==> src/rtl/mlfr_pkg.sv <==
// mlfr_pkg: shared types and constants for the magic/length frame receiver.
// Used by mlfr_deframe and magic_length_frame_receiver. No dependencies.
`default_nettype none

package mlfr_pkg;

  localparam int COUNT_BITS = 21;
  localparam int LEN_BITS   = 32;
  localparam int TMO_BITS   = 16;
  localparam int STALL_BITS = 17;
  localparam int CFG_IDX_BITS = 2;

  localparam logic [31:0]           MAGIC_RST   = 32'h3331_5653;
  localparam logic [COUNT_BITS-1:0] MAX_LEN_RST = COUNT_BITS'(16384);
  localparam logic [TMO_BITS-1:0]   TMO_RST     = 16'd5000;
  localparam logic [STALL_BITS-1:0] STALL_MAX   = '1;

  localparam logic [CFG_IDX_BITS-1:0] REG_MAGIC   = 2'd0;
  localparam logic [CFG_IDX_BITS-1:0] REG_MAX_LEN = 2'd1;
  localparam logic [CFG_IDX_BITS-1:0] REG_TIMEOUT = 2'd2;

  localparam logic OP_BYTE = 1'b0;
  localparam logic OP_TICK = 1'b1;

  localparam logic [1:0] EVT_PAYLOAD = 2'd0;
  localparam logic [1:0] EVT_BAD_LEN = 2'd1;
  localparam logic [1:0] EVT_STALL   = 2'd2;

  localparam logic [1:0] CLS_JSON  = 2'd0;
  localparam logic [1:0] CLS_ENC   = 2'd1;
  localparam logic [1:0] CLS_OTHER = 2'd2;

  localparam logic [7:0] BYTE_BRACE = 8'h7B;
  localparam logic [7:0] BYTE_ENC   = 8'h01;

  typedef enum logic [2:0] {
    PH_HUNT = 3'b001,
    PH_LEN  = 3'b010,
    PH_PAY  = 3'b100
  } phase_t;

  typedef struct packed {
    logic [1:0]          event_kind;
    logic [7:0]          payload_byte;
    logic                first_of_frame;
    logic                last_of_frame;
    logic [1:0]          frame_class;
    logic [LEN_BITS-1:0] frame_length;
  } result_t;

  function automatic logic [1:0] classify(input logic [7:0] b);
    logic [1:0] c;
    if (b == BYTE_BRACE) begin
      c = CLS_JSON;
    end else if (b == BYTE_ENC) begin
      c = CLS_ENC;
    end else begin
      c = CLS_OTHER;
    end
    return c;
  endfunction

endpackage

`default_nettype wire

==> src/rtl/mlfr_deframe.sv <==
// mlfr_deframe: frame parser state (magic hunt, length gather, payload,
// watchdog) and the per-item result. Depends on mlfr_pkg.
`default_nettype none

module mlfr_deframe
  import mlfr_pkg::*;
(
  input  wire logic                  clk,
  input  wire logic                  rst_n,
  input  wire logic                  item_fire,
  input  wire logic                  item_op,
  input  wire logic [7:0]            item_byte,
  input  wire logic [31:0]           magic_word,
  input  wire logic [COUNT_BITS-1:0] max_len,
  input  wire logic [TMO_BITS-1:0]   timeout,
  output logic                       res_valid,
  output result_t                    res
);

  phase_t                  phase_r, phase_nxt;
  logic [1:0]              mm_r, mm_nxt;
  logic [1:0]              lbs_r, lbs_nxt;
  logic [LEN_BITS-1:0]     len_r, len_nxt;
  logic [COUNT_BITS-1:0]   pc_r, pc_nxt;
  logic [1:0]              cls_r, cls_nxt;
  logic [STALL_BITS-1:0]   stall_r, stall_nxt;

  logic [STALL_BITS-1:0]   stall_inc;
  logic [LEN_BITS-1:0]     len_new;
  logic [COUNT_BITS-1:0]   pc_new;
  logic [7:0]              want;
  logic                    first;
  logic                    last;
  logic [1:0]              cls_cur;

  always_comb begin
    phase_nxt = phase_r;
    mm_nxt    = mm_r;
    lbs_nxt   = lbs_r;
    len_nxt   = len_r;
    pc_nxt    = pc_r;
    cls_nxt   = cls_r;
    stall_nxt = stall_r;
    res_valid = 1'b0;
    res       = '0;

    stall_inc = (stall_r == STALL_MAX) ? stall_r : stall_r + 1'b1;
    len_new   = len_r | (LEN_BITS'(item_byte) << {lbs_r, 3'b000});
    pc_new    = pc_r + 1'b1;
    want      = magic_word[{mm_r, 3'b000} +: 8];
    first     = (pc_r == '0);
    cls_cur   = first ? classify(item_byte) : cls_r;
    last      = (LEN_BITS'(pc_new) == len_r);

    if (item_op == OP_TICK) begin
      if (phase_r != PH_HUNT) begin
        stall_nxt = stall_inc;
        if (stall_inc > STALL_BITS'(timeout)) begin
          phase_nxt        = PH_HUNT;
          mm_nxt           = '0;
          lbs_nxt          = '0;
          pc_nxt           = '0;
          stall_nxt        = '0;
          len_nxt          = '0;
          res_valid        = 1'b1;
          res.event_kind   = EVT_STALL;
          res.frame_length = len_r;
        end
      end
    end else begin
      unique case (phase_r)
        PH_LEN: begin
          len_nxt = len_new;
          lbs_nxt = lbs_r + 1'b1;
          if (lbs_r == 2'd3) begin
            if (len_new == '0 || len_new > LEN_BITS'(max_len)) begin
              phase_nxt        = PH_HUNT;
              mm_nxt           = '0;
              lbs_nxt          = '0;
              pc_nxt           = '0;
              stall_nxt        = '0;
              res_valid        = 1'b1;
              res.event_kind   = EVT_BAD_LEN;
              res.frame_length = len_new;
            end else begin
              phase_nxt = PH_PAY;
              pc_nxt    = '0;
              stall_nxt = '0;
            end
          end
        end
        PH_PAY: begin
          cls_nxt            = cls_cur;
          pc_nxt             = pc_new;
          res_valid          = 1'b1;
          res.event_kind     = EVT_PAYLOAD;
          res.payload_byte   = item_byte;
          res.first_of_frame = first;
          res.last_of_frame  = last;
          res.frame_class    = cls_cur;
          res.frame_length   = len_r;
          if (last) begin
            phase_nxt = PH_HUNT;
            mm_nxt    = '0;
            lbs_nxt   = '0;
            pc_nxt    = '0;
            stall_nxt = '0;
          end
        end
        PH_HUNT: begin
          if (item_byte == want) begin
            if (mm_r == 2'd3) begin
              phase_nxt = PH_LEN;
              mm_nxt    = '0;
              lbs_nxt   = '0;
              len_nxt   = '0;
              stall_nxt = '0;
            end else begin
              mm_nxt = mm_r + 1'b1;
            end
          end else if (item_byte == magic_word[7:0]) begin
            mm_nxt = 2'd1;
          end else begin
            mm_nxt = '0;
          end
        end
        default: begin
          phase_nxt = PH_HUNT;
        end
      endcase
    end
  end

  always_ff @(posedge clk) begin
    if (!rst_n) begin
      phase_r <= PH_HUNT;
      mm_r    <= '0;
      lbs_r   <= '0;
      len_r   <= '0;
      pc_r    <= '0;
      cls_r   <= '0;
      stall_r <= '0;
    end else if (item_fire) begin
      phase_r <= phase_nxt;
      mm_r    <= mm_nxt;
      lbs_r   <= lbs_nxt;
      len_r   <= len_nxt;
      pc_r    <= pc_nxt;
      cls_r   <= cls_nxt;
      stall_r <= stall_nxt;
    end
  end

endmodule

`default_nettype wire

==> src/rtl/magic_length_frame_receiver.sv <==
// magic_length_frame_receiver: top level; input register, config registers,
// result register. Depends on mlfr_pkg and mlfr_deframe.
`default_nettype none

// Takes one byte or tick transfer per clock while out_ready does not stall the
// result register, and gives at most one result per item. An item is held in
// the input register, parsed against the frame state in a single pass, and its
// result is held in the output register, whose valid flag drives out_valid.
// in_ready depends combinationally on out_ready through the result register's
// free slot. Configuration writes take effect on the next parsed item.
module magic_length_frame_receiver
  import mlfr_pkg::*;
(
  input  wire logic                    clk,
  input  wire logic                    rst_n,
  input  wire logic                    in_valid,
  output logic                         in_ready,
  input  wire logic                    in_operation,
  input  wire logic [7:0]              in_rx_byte,
  output logic                         out_valid,
  input  wire logic                    out_ready,
  output logic [1:0]                   out_event_kind,
  output logic [7:0]                   out_payload_byte,
  output logic                         out_first_of_frame,
  output logic                         out_last_of_frame,
  output logic [1:0]                   out_frame_class,
  output logic [LEN_BITS-1:0]          out_frame_length,
  input  wire logic                    cfg_we,
  input  wire logic [CFG_IDX_BITS-1:0] cfg_index,
  input  wire logic [31:0]             cfg_wdata
);

  logic [31:0]           magic_r;
  logic [COUNT_BITS-1:0] max_len_r;
  logic [TMO_BITS-1:0]   timeout_r;

  logic                  s1_valid_r;
  logic                  s1_op_r;
  logic [7:0]            s1_byte_r;

  logic                  out_valid_r;
  result_t               out_r;

  logic                  advance;
  logic                  fire;
  logic                  res_valid;
  result_t               res;

  assign advance  = !out_valid_r || out_ready;
  assign fire     = s1_valid_r && advance;
  assign in_ready = !s1_valid_r || advance;

  always_ff @(posedge clk) begin
    if (!rst_n) begin
      magic_r   <= MAGIC_RST;
      max_len_r <= MAX_LEN_RST;
      timeout_r <= TMO_RST;
    end else if (cfg_we) begin
      unique case (cfg_index)
        REG_MAGIC:   magic_r   <= cfg_wdata;
        REG_MAX_LEN: max_len_r <= cfg_wdata[COUNT_BITS-1:0];
        REG_TIMEOUT: timeout_r <= cfg_wdata[TMO_BITS-1:0];
        default: ;
      endcase
    end
  end

  always_ff @(posedge clk) begin
    if (!rst_n) begin
      s1_valid_r <= 1'b0;
    end else if (in_ready) begin
      s1_valid_r <= in_valid;
    end
  end

  always_ff @(posedge clk) begin
    if (in_valid && in_ready) begin
      s1_op_r   <= in_operation;
      s1_byte_r <= in_rx_byte;
    end
  end

  mlfr_deframe u_deframe (
    .clk        (clk),
    .rst_n      (rst_n),
    .item_fire  (fire),
    .item_op    (s1_op_r),
    .item_byte  (s1_byte_r),
    .magic_word (magic_r),
    .max_len    (max_len_r),
    .timeout    (timeout_r),
    .res_valid  (res_valid),
    .res        (res)
  );

  always_ff @(posedge clk) begin
    if (!rst_n) begin
      out_valid_r <= 1'b0;
    end else if (advance) begin
      out_valid_r <= fire && res_valid;
    end
  end

  always_ff @(posedge clk) begin
    if (fire && res_valid) begin
      out_r <= res;
    end
  end

  assign out_valid          = out_valid_r;
  assign out_event_kind     = out_r.event_kind;
  assign out_payload_byte   = out_r.payload_byte;
  assign out_first_of_frame = out_r.first_of_frame;
  assign out_last_of_frame  = out_r.last_of_frame;
  assign out_frame_class    = out_r.frame_class;
  assign out_frame_length   = out_r.frame_length;

endmodule

`default_nettype wire
==> config.mk <==
export PLATFORM = sky130hd
export DESIGN_NAME = magic_length_frame_receiver
export DESIGN_NICKNAME = d
export VERILOG_FILES = /design/src/rtl/mlfr_pkg.sv /design/src/rtl/mlfr_deframe.sv /design/src/rtl/magic_length_frame_receiver.sv
export SDC_FILE = /design/constraint.sdc
export NUM_CORES = 1
export LEC_CHECK = 0
export ABC_AREA = 0
export BUFFER_PORTS_ARGS = -buffer_cell sky130_fd_sc_hd__buf_2
export CAP_MARGIN = 25
export CORE_AREA = 2 2 146 148
export CTS_CLUSTER_DIAMETER = 40
export DETAILED_ROUTE_END_ITERATION = 8
export DIE_AREA = 0 0 148 150
export MAX_ROUTING_LAYER = met4
export PLACE_DENSITY = 0.79
export SETUP_SLACK_MARGIN = 0.3
export SYNTH_ARGS = -nofsm -noshare
export SYNTH_HDL_FRONTEND = slang
export SYNTH_SLANG_ARGS = --single-unit
==> constraint.sdc <==
create_clock -name clk -period 5.7 [get_ports clk]
set_input_delay 0.57 -clock clk [delete_from_list [all_inputs] [get_ports clk]]
set_output_delay 0.57 -clock clk [all_outputs]
set_load 0.05 [all_outputs]
==> flow_results.xml <==
<?xml version="1.0" encoding="UTF-8"?>
<metrics>
  <group name="power_and_ir_drop">
    <metric name="vdd.ir_drop.worst" unit="uV">276</metric>
    <metric name="power_density" unit="mW/mm^2">280</metric>
    <metric name="post-layout-total-power" unit="mW">3.53</metric>
    <metric name="leakage" unit="nW">4.85</metric>
  </group>
  <group name="clocking">
    <metric name="clkLatencyLatePin" unit="ps">540</metric>
    <metric name="clock-root-buffer" unit="">clkbuf_16</metric>
    <metric name="cts_tree" unit="">done</metric>
    <metric name="cts.sinks" unit="">205</metric>
    <metric name="clock_slew_seen_by_the_registers_of_the_worst_setup_and_hold_paths" unit="ps">60</metric>
    <metric name="cts_max_path_buffers" unit="">3</metric>
    <metric name="cts_resizes" unit="">0</metric>
    <metric name="holdBufCountCts" unit="">0</metric>
    <metric name="cts_buffers" unit="">29</metric>
    <metric name="cts_setup_buffers" unit="">0</metric>
    <metric name="ctsHtreeMaxLevel" unit="">1</metric>
  </group>
  <group name="floorplanning">
    <metric name="fp-row-count" unit="">53</metric>
    <metric name="initial_core_util" unit="">0.536</metric>
    <metric name="fp.dieW" unit="um">148</metric>
    <metric name="dieHeight" unit="um">150</metric>
    <metric name="design.die.area" unit="sq mm">0.0222</metric>
    <metric name="ios" unit="">96</metric>
    <metric name="design.core.area" unit="sq mm">0.0207</metric>
  </group>
  <group name="critical_path">
    <metric name="timing.setup.critical_path_class" unit="">register to register</metric>
    <metric name="crit_path_max_fanout" unit="">11</metric>
    <metric name="startpoint_type" unit="">register</metric>
    <metric name="cp_data_arrival_time" unit="ps">5490</metric>
    <metric name="cp_data_required_time" unit="ps">6190</metric>
    <metric name="cp_endpoint_kind" unit="">register</metric>
  </group>
  <group name="synth">
    <metric name="synthSimpleGateAreaFrac" unit="">0.244</metric>
    <metric name="synthesis.area_per_instance" unit="sq um">8.48</metric>
    <metric name="synth_top_area_share" unit="">0.271</metric>
    <metric name="yosys.area_share.xor_xnor" unit="">0.0450</metric>
    <metric name="yosys.area.top_type" unit="">dfxtp_1</metric>
    <metric name="compound_gate_portion_of_the_synthesized_area" unit="">0.164</metric>
    <metric name="mapped_cell_area" unit="sq mm">0.0111</metric>
    <metric name="post_synth_fa_ha_maj_area_fraction" unit="">0.0473</metric>
    <metric name="synth-seq-cells" unit="">205</metric>
    <metric name="yosysWarningCount" unit="">0</metric>
    <metric name="netlist-cell-type-count" unit="">75</metric>
    <metric name="async_flop_share" unit="">0</metric>
    <metric name="synth_most_common_cell" unit="">nand2_1</metric>
    <metric name="yosys-mux-area-fraction" unit="">0.0238</metric>
    <metric name="post_synth_most_frequent_cells" unit="">217 x nand2_1, 150 x dfxtp_1, 105 x a21oi_1</metric>
    <metric name="synth_flop_cell" unit="">dfxtp_1</metric>
    <metric name="synth_top_family_by_area" unit="">simple AND/OR/NAND/NOR gates</metric>
    <metric name="synth_edf_count" unit="">55</metric>
    <metric name="portion_of_the_post_synthesis_area_used_by_sequential_elements" unit="">0.419</metric>
    <metric name="synthesized_instance_count" unit="">1309</metric>
    <metric name="synth_nets" unit="">1399</metric>
    <metric name="synth_area_leaders" unit="">dfxtp_1 27%, edfxtp_1 15%, nand2_1 7.3%</metric>
  </group>
  <group name="detailed_routing">
    <metric name="drt-total-wl" unit="um">30200</metric>
    <metric name="drt-vias-per-instance" unit="">6.06</metric>
    <metric name="routedWlPerCell" unit="um">18.3</metric>
    <metric name="num_vias" unit="">10016</metric>
    <metric name="ant_nets" unit="">0</metric>
    <metric name="drtPass1Iterations" unit="">6</metric>
    <metric name="detailedRoute.firstIterationViolations" unit="">830</metric>
    <metric name="remaining_drc_errors" unit="">0</metric>
  </group>
  <group name="timing">
    <metric name="period_needed" unit="ps">5000</metric>
    <metric name="max_freq" unit="MHz">200</metric>
    <metric name="final-setup-viol-count" unit="">0</metric>
    <metric name="timing_hold_violations_final" unit="">0</metric>
    <metric name="slew-limit-headroom" unit="">0.409</metric>
    <metric name="timing.final.max_slew_violations" unit="">0</metric>
    <metric name="worst_slew_pin_slew" unit="ps">880</metric>
    <metric name="timing.final.crit_share" unit="">0.878</metric>
    <metric name="clock-skew-final" unit="ps">19.7</metric>
    <metric name="fin_setup_tns" unit="ps">0</metric>
    <metric name="rsz0062_at_grt" unit="">false</metric>
  </group>
  <group name="run">
    <metric name="timing.max_cap.violations" unit="">0</metric>
  </group>
  <group name="cells_and_area">
    <metric name="drive_above_1_share" unit="">0.141</metric>
    <metric name="final_nets" unit="">1447</metric>
    <metric name="antenna_diodes" unit="">0</metric>
    <metric name="area_growth_syn_to_layout" unit="%">13.7</metric>
  </group>
  <group name="global_routing">
    <metric name="grt_first_pass_wirelength" unit="um">48700</metric>
    <metric name="via_count_of_the_first_global_routing_pass" unit="">9472</metric>
    <metric name="maximum_number_of_pins_on_one_net_before_global_route_repair" unit="">74</metric>
    <metric name="grt.total_usage" unit="">0.279</metric>
    <metric name="antenna_found_initial" unit="">0</metric>
    <metric name="total_congestion_overflow_after_global_routing" unit="">0</metric>
  </group>
  <group name="placement">
    <metric name="io_buffer_count" unit="">95</metric>
    <metric name="dpl.hpwl" unit="um">21100</metric>
    <metric name="gpl.final_weighted_congestion" unit="">0.980</metric>
  </group>
  <group name="status">
    <metric name="run_status" unit="">complete, no violations</metric>
  </group>
  <group name="hold_path">
    <metric name="hp-class" unit="">input port to register</metric>
  </group>
</metrics>
registers in the layout, indices dropped and copies added (netlist names), 3 cells and up:
| register | flops |
|---|---|
| s1_byte_r | 8 |
| u_deframe.phase_r | 3 |
| out_payload_byte | 8 |
| out_frame_length | 32 |
| u_deframe.stall_r | 17 |
| u_deframe.pc_r | 21 |
| u_deframe.len_r | 32 |
| magic_r | 32 |
| max_len_r | 21 |
| timeout_r | 16 |
per-layer routing:
layer | up-vias | wire length (um) | GRT usage | share of wire
li1 | 4742 | - | - | -
met1 | 4674 | 12600 | 0.359 | 0.42
met2 | 492 | 13600 | 0.438 | 0.45
met3 | 108 | 2780 | 0.0485 | 0.092
met4 | 0 | 1260 | 0.117 | 0.042
met5 | - | 0 | - | 0
path summary, 6_finish.rpt:
| path | endpoint | depth (start not counted) | start | slack (ps) |
|---|---|---|---|---|
| setup / recovery | u_deframe.len_r[23]$_SDFFE_PN0P_ | 16 | u_deframe.stall_r[4]$_SDFFE_PN0P_ | 700 |
| hold / removal | s1_byte_r[7]$_DFFE_PP_ | 1 | in_rx_byte[7] | 200 |
| setup reg to reg | u_deframe.len_r[23]$_SDFFE_PN0P_ | 16 | u_deframe.stall_r[4]$_SDFFE_PN0P_ | 700 |
| hold reg to reg | timeout_r[10]$_SDFFE_PN0P_ | 2 | timeout_r[10]$_SDFFE_PN0P_ | 450 |
layout by cell type (no fill, tap or decap), drive strengths merged, types with 30 or more instances in the layout:
cell / count
nand3: 51
xnor2: 34
nand4: 32
inv: 78
buf: 104
clkbuf: 35
edfxtp: 55
dfxtp: 150
ha: 42
a21oi: 106
a21o: 33
a31oi: 30
nand2: 217
nor2: 92
o21ai: 33
cell type report:
| class | count | area [sq um] |
|---|---|---|
| fillers | 1796 | 8070 |
| multi-input cells | 949 | 5840 |
| flip-flops and latches | 205 | 4650 |
| clock buffers | 35 | 790 |
| repair buffers | 104 | 543 |
| well taps | 275 | 344 |
| inverters | 68 | 255 |
| clock inverters | 18 | 194 |
stage by stage:
step                      hold WS, ps  cells  utilization  area (sq um)  worst slack [ps]
after floorplan                   433   1309            -         11100               866
after global placement            439   1601        0.562         11600               949
after detailed placement          447   1601        0.562         11600               781
after CTS                         190   1654        0.610         12600               735
after global routing              196   1654        0.610         12600               329
final                             201   1654        0.610         12600               697
critical path, stage by stage, from the launching register on:
cell and delay (ps):
dfxtp_1 440, and4_1 300, and2_1 170, nand3_1 170
and4_1 310, and2_1 230, nand4_1 120, xnor2_1 90
ha_1 300, nand4_1 170, nor4_1 470, a211oi_1 120
a2111oi_2 590, nor2_1 160, o221a_2 350, a21oi_1 680
a22o_1 250
power by group:
| part | switching, mW | total (mW) | internal (mW) | leakage [nW] |
|---|---|---|---|---|
| registers | 0.0451 | 1.56 | 1.51 | 1.66 |
| clock network | 0.706 | 1.81 | 1.10 | 0.487 |
| logic | 0.104 | 0.169 | 0.0650 | 2.70 |
| total | 0.855 | 3.53 | 2.68 | 4.85 |
kinds of logic (layout without fill, tap and decap cells):
family	count (synthesis)	count (layout)
simple gates	550	550
compound gates	284	284
flops	205	205
buf+inv	155	225
xor+xnor	57	57
fa+ha+maj	42	42
mux	16	16
No activity file was read; power rests on OpenSTA's default activity.
